## config.mk

```make
export PLATFORM = sky130hd
export DESIGN_NAME = joystick_arcade_drive_mixer
export DESIGN_NICKNAME = d
export VERILOG_FILES = /design/src/design/jadm_pkg.sv /design/src/design/jadm_div.sv /design/src/design/joystick_arcade_drive_mixer.sv
export SDC_FILE = /design/constraint.sdc
export NUM_CORES = 2
export LEC_CHECK = 0
export BUFFER_PORTS_ARGS = -buffer_cell sky130_fd_sc_hd__buf_2
export CORE_MARGIN = 2
export CORE_UTILIZATION = 45
export CTS_CLUSTER_DIAMETER = 30
export DETAILED_ROUTE_END_ITERATION = 8
export PLACE_DENSITY = 0.59
export REMOVE_ABC_BUFFERS = 1
export SLEW_MARGIN = 20
export SYNTH_ARGS = -nofsm -noshare
export SYNTH_HDL_FRONTEND = slang
export SYNTH_SLANG_ARGS = --single-unit
```

## constraint.sdc

```tcl
create_clock -name clk -period 76.8 [get_ports clk]
set_clock_uncertainty 0.1 [all_clocks]
set_input_delay 3.84 -clock clk [delete_from_list [all_inputs] [get_ports clk]]
set_output_delay 3.84 -clock clk [all_outputs]
set_load 0.1 [all_outputs]
```

## src/design/jadm_pkg.sv

```systemverilog
// Shared types, constants and helper functions for the joystick arcade drive mixer.
package jadm_pkg;

  // Field widths
  localparam int STICK_BITS_DEF = 12;
  localparam int DUTY_BITS      = 16;
  localparam int DIR_BITS       = 2;
  localparam int CFG_INDEX_BITS = 3;
  localparam int CFG_DATA_BITS  = DUTY_BITS;

  // Output tdata: left_duty, right_duty, left_dir, right_dir, zero padded to bytes
  localparam int OUT_FIELD_BITS = 2 * DUTY_BITS + 2 * DIR_BITS;
  localparam int OUT_TDATA_W    = ((OUT_FIELD_BITS + 7) / 8) * 8;

  // Quotient bits produced by the divider; mapped results never exceed a duty
  localparam int QUO_BITS = DUTY_BITS;

  // Turn term: span 0..TURN_SPAN, then scaled by TURN_NUM / TURN_DEN toward zero
  localparam int TURN_SPAN  = 1400;
  localparam int TURN_NUM   = 700;
  localparam int TURN_DEN   = 1000;
  localparam int TURN_GCD   = 100;
  localparam int TURN_MUL   = TURN_NUM / TURN_GCD;
  localparam int TURN_DIV   = TURN_DEN / TURN_GCD;
  localparam int RECIP_SH   = 16;
  localparam int TURN_RECIP = ((1 << RECIP_SH) + TURN_DIV - 1) / TURN_DIV;
  localparam int OMAG_BITS  = $clog2(TURN_SPAN + 1);
  localparam int OM7_BITS   = $clog2(TURN_SPAN * TURN_MUL + 1);
  localparam int OSC_BITS   = $clog2(TURN_SPAN * TURN_MUL / TURN_DIV + 1);
  localparam int RPROD_BITS = OM7_BITS + RECIP_SH + 1;

  // Signed width of the mixing sums
  localparam int MIX_BITS = DUTY_BITS + 2;

  // Direction codes
  localparam logic [DIR_BITS-1:0] DIR_STOP = 2'd0;
  localparam logic [DIR_BITS-1:0] DIR_FWD  = 2'd1;
  localparam logic [DIR_BITS-1:0] DIR_BACK = 2'd2;

  // Register indexes
  localparam logic [CFG_INDEX_BITS-1:0] CFG_FWD_THRESHOLD       = 3'd0;
  localparam logic [CFG_INDEX_BITS-1:0] CFG_FWD_FULL            = 3'd1;
  localparam logic [CFG_INDEX_BITS-1:0] CFG_REV_THRESHOLD       = 3'd2;
  localparam logic [CFG_INDEX_BITS-1:0] CFG_TURN_LOW_THRESHOLD  = 3'd3;
  localparam logic [CFG_INDEX_BITS-1:0] CFG_TURN_HIGH_THRESHOLD = 3'd4;
  localparam logic [CFG_INDEX_BITS-1:0] CFG_TURN_FULL           = 3'd5;
  localparam logic [CFG_INDEX_BITS-1:0] CFG_DUTY_MIN            = 3'd6;
  localparam logic [CFG_INDEX_BITS-1:0] CFG_DUTY_MAX            = 3'd7;

  // Register reset values
  localparam int FWD_THRESHOLD_RST       = 2040;
  localparam int FWD_FULL_RST            = 4040;
  localparam int REV_THRESHOLD_RST       = 1980;
  localparam int TURN_LOW_THRESHOLD_RST  = 1880;
  localparam int TURN_HIGH_THRESHOLD_RST = 1930;
  localparam int TURN_FULL_RST           = 4040;
  localparam int DUTY_MIN_RST            = 2800;
  localparam int DUTY_MAX_RST            = 4200;

  // How a clamped map resolves: below range is impossible here (value > start)
  typedef enum logic [1:0] {
    MODE_ZERO,
    MODE_FULL,
    MODE_DIV
  } map_mode_t;

  // floor(v / TURN_DIV) by reciprocal multiply, exact for v below 2^14
  function automatic logic [OSC_BITS-1:0] turn_scale(input logic [OM7_BITS-1:0] v);
    logic [RPROD_BITS-1:0] prod;
    prod = RPROD_BITS'(v) * RPROD_BITS'(TURN_RECIP);
    return prod[RECIP_SH +: OSC_BITS];
  endfunction

endpackage

```

## src/design/jadm_div.sv

```systemverilog
// Pipelined restoring divider: one quotient bit per register stage.
module jadm_div #(
  parameter int DEN_W = 12,
  parameter int Q_W   = 16
) (
  input  logic                 clk,
  input  logic                 en,
  input  logic [DEN_W+Q_W-1:0] num,
  input  logic [DEN_W-1:0]     den,
  output logic [Q_W-1:0]       quo
);

  // Requires num < den * 2^Q_W, so the top DEN_W bits start below den
  logic [DEN_W-1:0] rem_r [Q_W-1];
  logic [Q_W-1:0]   low_r [Q_W-1];
  logic [DEN_W-1:0] den_r [Q_W-1];
  logic [Q_W-1:0]   q_r   [Q_W];

  for (genvar k = 0; k < Q_W; k++) begin : g_stage
    logic [DEN_W-1:0] rem_i;
    logic [Q_W-1:0]   low_i;
    logic [DEN_W-1:0] den_i;
    logic [Q_W-1:0]   q_i;
    logic [DEN_W:0]   trial;
    logic             ge;

    // Stage inputs
    if (k == 0) begin : g_first
      assign rem_i = num[DEN_W+Q_W-1:Q_W];
      assign low_i = num[Q_W-1:0];
      assign den_i = den;
      assign q_i   = '0;
    end else begin : g_next
      assign rem_i = rem_r[k-1];
      assign low_i = low_r[k-1];
      assign den_i = den_r[k-1];
      assign q_i   = q_r[k-1];
    end

    // Shift in the next numerator bit and try a subtract
    assign trial = {rem_i, low_i[Q_W-1]};
    assign ge    = (trial >= {1'b0, den_i});

    always_ff @(posedge clk) begin
      if (en) begin
        q_r[k] <= {q_i[Q_W-2:0], ge};
      end
    end

    if (k < Q_W - 1) begin : g_carry
      always_ff @(posedge clk) begin
        if (en) begin
          rem_r[k] <= ge ? DEN_W'(trial - {1'b0, den_i}) : DEN_W'(trial);
          low_r[k] <= {low_i[Q_W-2:0], 1'b0};
          den_r[k] <= den_i;
        end
      end
    end
  end

  assign quo = q_r[Q_W-1];

endmodule

```

## src/design/joystick_arcade_drive_mixer.sv

```systemverilog
// Arcade drive mixer: joystick sample in, duty and direction per motor out.
//
// Takes one joystick sample per transaction and returns one motor command per
// transaction, in order. The block accepts a sample every clock cycle while
// s_axis_tready is high, that is unless the skid entry is full. The depth is
// set by the two 16-stage restoring dividers (one for the base
// speed map, one for the turn map) plus setup, mixing and output stages. A
// two-entry output register and skid stage let a new sample in while a result
// waits; s_axis_tready drops only once both hold results. Registers are
// written through cfg_we/cfg_index/cfg_data and must only change while no
// transaction is in flight.
module joystick_arcade_drive_mixer
  import jadm_pkg::*;
#(
  parameter int STICK_BITS = STICK_BITS_DEF,
  localparam int IN_TDATA_W = ((2 * STICK_BITS + 7) / 8) * 8
) (
  input  logic                      clk,
  input  logic                      rst,
  // Configuration writes
  input  logic                      cfg_we,
  input  logic [CFG_INDEX_BITS-1:0] cfg_index,
  input  logic [CFG_DATA_BITS-1:0]  cfg_data,
  // Joystick samples
  input  logic                      s_axis_tvalid,
  output logic                      s_axis_tready,
  input  logic [IN_TDATA_W-1:0]     s_axis_tdata,  // x_pos, y_pos, zero pad
  // Motor commands
  output logic                      m_axis_tvalid,
  input  logic                      m_axis_tready,
  output logic [OUT_TDATA_W-1:0]    m_axis_tdata   // left_duty, right_duty,
                                                   // left_dir, right_dir, zero pad
);

  localparam int SB = STICK_BITS;

  typedef struct packed {
    logic      fwd;
    map_mode_t base_mode;
    map_mode_t om_mode;
    logic      om_neg;
  } side_t;

  // Configuration registers
  logic [SB-1:0]        fwd_threshold;
  logic [SB-1:0]        fwd_full;
  logic [SB-1:0]        rev_threshold;
  logic [SB-1:0]        turn_low_threshold;
  logic [SB-1:0]        turn_high_threshold;
  logic [SB-1:0]        turn_full;
  logic [DUTY_BITS-1:0] duty_min;
  logic [DUTY_BITS-1:0] duty_max;

  always_ff @(posedge clk) begin
    if (rst) begin
      fwd_threshold       <= SB'(FWD_THRESHOLD_RST);
      fwd_full            <= SB'(FWD_FULL_RST);
      rev_threshold       <= SB'(REV_THRESHOLD_RST);
      turn_low_threshold  <= SB'(TURN_LOW_THRESHOLD_RST);
      turn_high_threshold <= SB'(TURN_HIGH_THRESHOLD_RST);
      turn_full           <= SB'(TURN_FULL_RST);
      duty_min            <= DUTY_BITS'(DUTY_MIN_RST);
      duty_max            <= DUTY_BITS'(DUTY_MAX_RST);
    end else if (cfg_we) begin
      case (cfg_index)
        CFG_FWD_THRESHOLD:       fwd_threshold       <= cfg_data[SB-1:0];
        CFG_FWD_FULL:            fwd_full            <= cfg_data[SB-1:0];
        CFG_REV_THRESHOLD:       rev_threshold       <= cfg_data[SB-1:0];
        CFG_TURN_LOW_THRESHOLD:  turn_low_threshold  <= cfg_data[SB-1:0];
        CFG_TURN_HIGH_THRESHOLD: turn_high_threshold <= cfg_data[SB-1:0];
        CFG_TURN_FULL:           turn_full           <= cfg_data[SB-1:0];
        CFG_DUTY_MIN:            duty_min            <= cfg_data;
        CFG_DUTY_MAX:            duty_max            <= cfg_data;
        default: ;
      endcase
    end
  end

  // Duty span magnitude and direction (static while transactions run)
  logic                 duty_neg;
  logic [DUTY_BITS-1:0] duty_span;
  assign duty_neg  = (duty_max < duty_min);
  assign duty_span = duty_neg ? (duty_min - duty_max) : (duty_max - duty_min);

  // Pipeline advance: blocked only while the skid entry is full
  logic adv;
  logic skid_valid;
  assign adv           = !skid_valid;
  assign s_axis_tready = adv;

  // Valid bits
  logic           v1, v2, v3, v4, v5, v6, v7;
  logic [QUO_BITS-1:0] vd;

  // Stage 1: captured sample
  logic [SB-1:0] x1, y1;

  // Stage 2: map setup
  side_t         side2, side2_next;
  logic [SB-1:0] bdiff2, bden2, odiff2, oden2;
  logic [SB-1:0] bdiff2_next, bden2_next, odiff2_next, oden2_next;

  // Stage 3: numerator products
  side_t                 side3;
  logic [SB+QUO_BITS-1:0] bprod3, oprod3;
  logic [SB-1:0]          bden3, oden3;

  // Divider sideband shift line
  side_t sd [QUO_BITS];

  // Stage 4..7
  side_t                 side4, side5, side6;
  logic [DUTY_BITS-1:0]  base4, base5;
  logic [OM7_BITS-1:0]   om7_4;
  logic [OSC_BITS-1:0]   osc5, osc6;
  logic [DUTY_BITS-1:0]  left6, right6;
  logic                  base_zero6;
  logic [DUTY_BITS-1:0]  left7, right7;
  logic [DIR_BITS-1:0]   ldir7, rdir7;

  // Valid shift with reset
  always_ff @(posedge clk) begin
    if (rst) begin
      v1 <= 1'b0;
      v2 <= 1'b0;
      v3 <= 1'b0;
      vd <= '0;
      v4 <= 1'b0;
      v5 <= 1'b0;
      v6 <= 1'b0;
      v7 <= 1'b0;
    end else if (adv) begin
      v1 <= s_axis_tvalid;
      v2 <= v1;
      v3 <= v2;
      vd <= {vd[QUO_BITS-2:0], v3};
      v4 <= vd[QUO_BITS-1];
      v5 <= v4;
      v6 <= v5;
      v7 <= v6;
    end
  end

  // Stage 2 logic: pick band, map operands, saturation
  always_comb begin
    side2_next  = '{fwd: 1'b0, base_mode: MODE_ZERO, om_mode: MODE_ZERO, om_neg: 1'b0};
    bdiff2_next = '0;
    bden2_next  = '0;
    odiff2_next = '0;
    oden2_next  = '0;
    // Base speed
    if (x1 > fwd_threshold) begin
      side2_next.fwd       = 1'b1;
      side2_next.base_mode = (x1 >= fwd_full) ? MODE_FULL : MODE_DIV;
      bdiff2_next          = x1 - fwd_threshold;
      bden2_next           = fwd_full - fwd_threshold;
    end else if (x1 < rev_threshold) begin
      side2_next.base_mode = (x1 == '0) ? MODE_FULL : MODE_DIV;
      bdiff2_next          = rev_threshold - x1;
      bden2_next           = rev_threshold;
    end
    // Turn term; the right-turn band is tested first
    if (y1 < turn_low_threshold) begin
      side2_next.om_mode = (y1 == '0) ? MODE_FULL : MODE_DIV;
      odiff2_next        = turn_low_threshold - y1;
      oden2_next         = turn_low_threshold;
    end else if (y1 > turn_high_threshold) begin
      side2_next.om_neg  = 1'b1;
      side2_next.om_mode = (y1 >= turn_full) ? MODE_FULL : MODE_DIV;
      odiff2_next        = y1 - turn_high_threshold;
      oden2_next         = turn_full - turn_high_threshold;
    end
  end

  // Stage 4 logic: map results, turn times the scale numerator
  logic [QUO_BITS-1:0]  bquo, oquo;
  logic [DUTY_BITS-1:0] base4_next;
  logic [OMAG_BITS-1:0] omag4;

  always_comb begin
    case (sd[QUO_BITS-1].base_mode)
      MODE_FULL: base4_next = duty_max;
      MODE_DIV:  base4_next = duty_neg ? (duty_min - bquo) : (duty_min + bquo);
      default:   base4_next = '0;
    endcase
    case (sd[QUO_BITS-1].om_mode)
      MODE_FULL: omag4 = OMAG_BITS'(TURN_SPAN);
      MODE_DIV:  omag4 = oquo[OMAG_BITS-1:0];
      default:   omag4 = '0;
    endcase
  end

  // Stage 6 logic: mix and clamp to [0, duty_max]
  logic signed [MIX_BITS-1:0] base_s, om_s5, lsum, rsum;
  logic [DUTY_BITS-1:0]       left6_next, right6_next;

  always_comb begin
    base_s = $signed({2'b00, base5});
    om_s5  = $signed(MIX_BITS'(osc5));
    if (side5.om_neg) begin
      om_s5 = -om_s5;
    end
    lsum = base_s + om_s5;
    rsum = base_s - om_s5;
    if (lsum < 0) begin
      left6_next = '0;
    end else if (lsum > $signed({2'b00, duty_max})) begin
      left6_next = duty_max;
    end else begin
      left6_next = lsum[DUTY_BITS-1:0];
    end
    if (rsum < 0) begin
      right6_next = '0;
    end else if (rsum > $signed({2'b00, duty_max})) begin
      right6_next = duty_max;
    end else begin
      right6_next = rsum[DUTY_BITS-1:0];
    end
  end

  // Stage 7 logic: spin in place, idle, drive
  logic signed [MIX_BITS-1:0] om_s6, min_s, lspin, rspin;
  logic [DUTY_BITS-1:0]       left7_next, right7_next;
  logic [DIR_BITS-1:0]        ldir7_next, rdir7_next;

  always_comb begin
    om_s6 = $signed(MIX_BITS'(osc6));
    if (side6.om_neg) begin
      om_s6 = -om_s6;
    end
    min_s       = $signed({2'b00, duty_min});
    lspin       = min_s + om_s6;
    rspin       = min_s - om_s6;
    left7_next  = left6;
    right7_next = right6;
    ldir7_next  = side6.fwd ? DIR_FWD : DIR_BACK;
    rdir7_next  = side6.fwd ? DIR_FWD : DIR_BACK;
    if (base_zero6) begin
      if (osc6 == '0) begin
        // Deadband or idle
        left7_next  = '0;
        right7_next = '0;
        ldir7_next  = DIR_STOP;
        rdir7_next  = DIR_STOP;
      end else begin
        // Bump small duties to the minimum spin duty, saturating
        if (left6 != '0 && left6 < duty_min) begin
          if (lspin < 0) begin
            left7_next = '0;
          end else if (lspin[MIX_BITS-2:DUTY_BITS] != '0) begin
            left7_next = '1;
          end else begin
            left7_next = lspin[DUTY_BITS-1:0];
          end
        end
        if (right6 != '0 && right6 < duty_min) begin
          if (rspin < 0) begin
            right7_next = '0;
          end else if (rspin[MIX_BITS-2:DUTY_BITS] != '0) begin
            right7_next = '1;
          end else begin
            right7_next = rspin[DUTY_BITS-1:0];
          end
        end
        ldir7_next = side6.om_neg ? DIR_BACK : DIR_FWD;
        rdir7_next = side6.om_neg ? DIR_FWD : DIR_BACK;
      end
    end
  end

  // Payload stages
  always_ff @(posedge clk) begin
    if (adv) begin
      x1     <= s_axis_tdata[SB-1:0];
      y1     <= s_axis_tdata[2*SB-1:SB];
      side2  <= side2_next;
      bdiff2 <= bdiff2_next;
      bden2  <= bden2_next;
      odiff2 <= odiff2_next;
      oden2  <= oden2_next;
      side3  <= side2;
      bprod3 <= bdiff2 * duty_span;
      oprod3 <= odiff2 * QUO_BITS'(TURN_SPAN);
      bden3  <= bden2;
      oden3  <= oden2;
      sd[0]  <= side3;
      for (int k = 1; k < QUO_BITS; k++) begin
        sd[k] <= sd[k-1];
      end
      side4      <= sd[QUO_BITS-1];
      base4      <= base4_next;
      om7_4      <= OM7_BITS'(omag4) * OM7_BITS'(TURN_MUL);
      side5      <= side4;
      base5      <= base4;
      osc5       <= turn_scale(om7_4);
      side6      <= side5;
      osc6       <= osc5;
      left6      <= left6_next;
      right6     <= right6_next;
      base_zero6 <= (base5 == '0);
      left7      <= left7_next;
      right7     <= right7_next;
      ldir7      <= ldir7_next;
      rdir7      <= rdir7_next;
    end
  end

  // Dividers for the base map and the turn map
  jadm_div #(.DEN_W(SB), .Q_W(QUO_BITS)) u_base_div (
    .clk (clk),
    .en  (adv),
    .num (bprod3),
    .den (bden3),
    .quo (bquo)
  );

  jadm_div #(.DEN_W(SB), .Q_W(QUO_BITS)) u_turn_div (
    .clk (clk),
    .en  (adv),
    .num (oprod3),
    .den (oden3),
    .quo (oquo)
  );

  // Output register with skid entry
  logic [OUT_TDATA_W-1:0] last_data, skid_data;
  assign last_data = OUT_TDATA_W'({rdir7, ldir7, right7, left7});

  always_ff @(posedge clk) begin
    if (rst) begin
      m_axis_tvalid <= 1'b0;
      skid_valid    <= 1'b0;
    end else if (skid_valid) begin
      if (m_axis_tready) begin
        skid_valid <= 1'b0;
      end
    end else if (!m_axis_tvalid || m_axis_tready) begin
      m_axis_tvalid <= v7;
    end else if (v7) begin
      skid_valid <= 1'b1;
    end
  end

  always_ff @(posedge clk) begin
    if (skid_valid) begin
      if (m_axis_tready) begin
        m_axis_tdata <= skid_data;
      end
    end else if (!m_axis_tvalid || m_axis_tready) begin
      m_axis_tdata <= last_data;
    end else begin
      skid_data <= last_data;
    end
  end

endmodule

```

==> flow_summary.json <==
{
  "worstMarginPinSlew_ps": 1190,
  "synth.yosys.warnings": 0,
  "worstHoldPathCells": 0,
  "grt_pass1_wl_um": 348000,
  "clkTransAtPathRegs_ps": 50,
  "cts_setup_buffers": 0,
  "syn_avg_cell_area_um2": 11.8,
  "dpl.hpwl_um": 162000,
  "reg2reg_to": "bprod3[27]$_DFFE_PN_",
  "max_freq_ghz": 0.108,
  "num_rows": 171,
  "postPlaceCellArea_um2": 102000,
  "ys_seq_area_share_pct": 51.3,
  "ctsResizeCount": 0,
  "hold_class": "register to register",
  "crit_path_max_fanout": 24,
  "num_vias": 62301,
  "gp_congestion": 0.944,
  "clockBufferDepth": 4,
  "critPathRequiredTime_ps": 77340,
  "post_drt_wl_per_cell_um": 18.6,
  "drc": 0,
  "mostFrequentLayoutCell": "edfxtp_1",
  "crit_path_end_kind": "register",
  "grt-busiest-layer": "met2",
  "drt-total-wl_um": 219000,
  "core_area_um2": 217000,
  "hold_violations": 0,
  "syn_area_um2": 97900,
  "critPathArrivalTime_ps": 9760,
  "synth_edf_count": 1585,
  "grt_use_met2_pct": 32.6,
  "post-route-cell-area_um2": 114000,
  "syn_to_final_growth_pct": 16.7,
  "antenna_found_initial": 5,
  "r2r_slack_ps": 67570,
  "die_y_um": 470,
  "synth_ff_type": "edfxtp_1",
  "cpMostUsedCell": "fa_1",
  "h-tree-depth": 5,
  "netlist_instances": 8265,
  "grt_use_total_pct": 19.8,
  "fillers": 18294,
  "tns_ps": 0,
  "grt_use_met3_pct": 3.35,
  "final_cell_mix": "1585 x edfxtp_1, 1138 x inv_1, 877 x ha_1, 556 x nand2_1, 452 x nor2_1",
  "grt_setup_unrepaired": "no",
  "synth.largest_area_cell": "edfxtp_1",
  "outcome": "complete, no violations",
  "path_class": "register to register",
  "fin_crit_sh_pct": 12.0,
  "cpPeakStageDelay_ps": 750,
  "root_buffer": "clkbuf_16",
  "synth_top_area_share_pct": 48.6,
  "critPathSlowestCell": "xor2_1",
  "nets": 9818,
  "viasPerCell": 5.29,
  "detail_route.iter0.violations": 4250,
  "ios": 90,
  "postCtsHoldBufs": 0,
  "synth-seq-cells": 1714,
  "hp-start": "u_base_div.low_r[4][13]$_DFFE_PN_",
  "dieArea_um2": 221000,
  "drt-pass1-iter-count": 6,
  "maxCapViolations": 0,
  "clkSinkCount": 1714,
  "timing.rr.start": "duty_min[1]$_SDFFE_PP0P_",
  "drive_above_1_share_pct": 12.0,
  "grt_max_degree": 210,
  "ys_types": 94,
  "ant_nets": 0,
  "critPathLaunchType": "register",
  "grt_overflow": 0,
  "min_period_ps": 9230,
  "grt_pass1_vias": 63847,
  "io_buffers": 85,
  "reg2regPathDepth": 31,
  "cts_tree": "built",
  "cts_inserted_buffers": 373,
  "setup_viol": 0,
  "start_util_pct": 45.2,
  "insertion_delay_ps": 930,
  "grtUsageMet1_pct": 26.1,
  "slew_viol_final": 0,
  "dieWidth_um": 470,
  "hold_path_end": "u_base_div.low_r[5][14]$_DFFE_PN_",
  "synthArstFlopShare_pct": 0,
  "multiInputGateArea_um2": 42900,
  "regArea_um2": 50200,
  "ys_top_cells_by_area": "edfxtp_1 49%, ha_1 11%, fa_1 5.7%",
  "relSlewSlack_pct": 20.1
}
## registers in the layout (all words and copies together), names as in the netlist, 28 cells and up
signal / flops
u_turn_div.rem_r: 180
u_turn_div.q_r: 66
u_base_div.rem_r: 180
m_axis_tdata: 36
u_base_div.den_r: 180
u_base_div.q_r: 136
u_turn_div.low_r: 78
skid_data: 36
sd: 96
u_base_div.low_r: 120
bprod3: 28
u_turn_div.den_r: 180
## area by class of cell
class / instances / share of cell area [%]
Clock inverter: 240 / 2.30
Clock buffer: 432 / 8.48
Sequential cell: 1714 / 43.9
Timing Repair Buffer: 147 / 0.849
Tap cell: 2854 / 3.13
Antenna cell: 3 / 0.00657
Multi-Input combinational cell: 5238 / 37.5
Inverter: 1140 / 3.76
## cells in the mapped netlist (15+ instances only)
cell / number
a31oi_1: 37
and3_1: 32
nand3_1: 75
nor4_1: 47
edfxtp_1: 1585
o2111ai_1: 26
o31ai_1: 57
o211ai_1: 15
o21a_1: 59
or2_2: 20
inv_1: 1139
a211oi_1: 51
o21ai_0: 297
o21bai_1: 47
nand2b_1: 74
buf_2: 28
mux2i_1: 134
xnor2_1: 300
a211o_1: 42
nand4_1: 103
nor3_1: 120
nor2_1: 453
fa_1: 279
mux2_2: 259
nand3b_1: 25
o2bb2ai_1: 18
nand2_1: 556
dfxtp_1: 129
and2_1: 96
ha_1: 877
a21boi_0: 43
clkbuf_1: 116
a21oi_1: 392
a21o_1: 154
nor2b_1: 140
xor2_1: 131
or3_1: 58
a2111oi_0: 33
## kinds of logic after synthesis
family | after synthesis | synth area share, %
DFF | 1714 | 51.3
adders and majority gates | 1156 | 16.9
xor gates and xnor gates | 431 | 3.86
muxes | 393 | 4.35
other | 1 | 0.00383
and+or+nand+nor | 1823 | 8.90
AOI/OAI and AO/OA | 1431 | 9.53
buffers and inverters | 1316 | 5.18
## metal layers
| metal | part of all wire (%) | vias up |
|---|---|---|
| met2 | 47 | 1483 |
| met5 | 0 | - |
| li1 | - | 30192 |
| met3 | 4.9 | 463 |
| met1 | 45 | 30163 |
| met4 | 3.3 | 0 |
## through the flow
step	util, %	cells	worst slack [ps]	hold WS [ps]
after floorplan	-	8092	41410	300
after global placement	46.9	11089	67520	300
after detailed placement	46.9	11089	67510	305
after CTS	52.6	11761	67490	273
after global routing	52.7	11766	67030	275
final	52.7	11768	67570	279
## critical path, delay by kind of cell, from the launching register on
family | cells | cell delay (ps)
XOR/XNOR | 2 | 870
flip-flops | 1 | 650
buffers and inverters | 6 | 880
AO/OA/AOI/OAI | 13 | 2610
adder cells (fa/ha/maj) | 7 | 3170
AND/OR/NAND/NOR | 3 | 690
## worst max-delay path by stage
stage,end,slack (ps),depth (start not counted),start
after floorplan,skid_data[0]$_DFFE_PP_,41410,2,skid_valid$_SDFF_PP0_
after global placement,bprod3[27]$_DFFE_PN_,67520,28,duty_min[1]$_SDFFE_PP0P_
after detailed placement,bprod3[27]$_DFFE_PN_,67510,29,duty_min[1]$_SDFFE_PP0P_
after CTS,bprod3[27]$_DFFE_PN_,67490,29,duty_min[1]$_SDFFE_PP0P_
after global routing,bprod3[27]$_DFFE_PN_,67030,31,duty_min[1]$_SDFFE_PP0P_
final,bprod3[27]$_DFFE_PN_,67570,31,duty_min[1]$_SDFFE_PP0P_
Power is left out: the tool's default activity adds up to more than one toggle a clock period on the data nets, which glitch-free logic cannot reach.
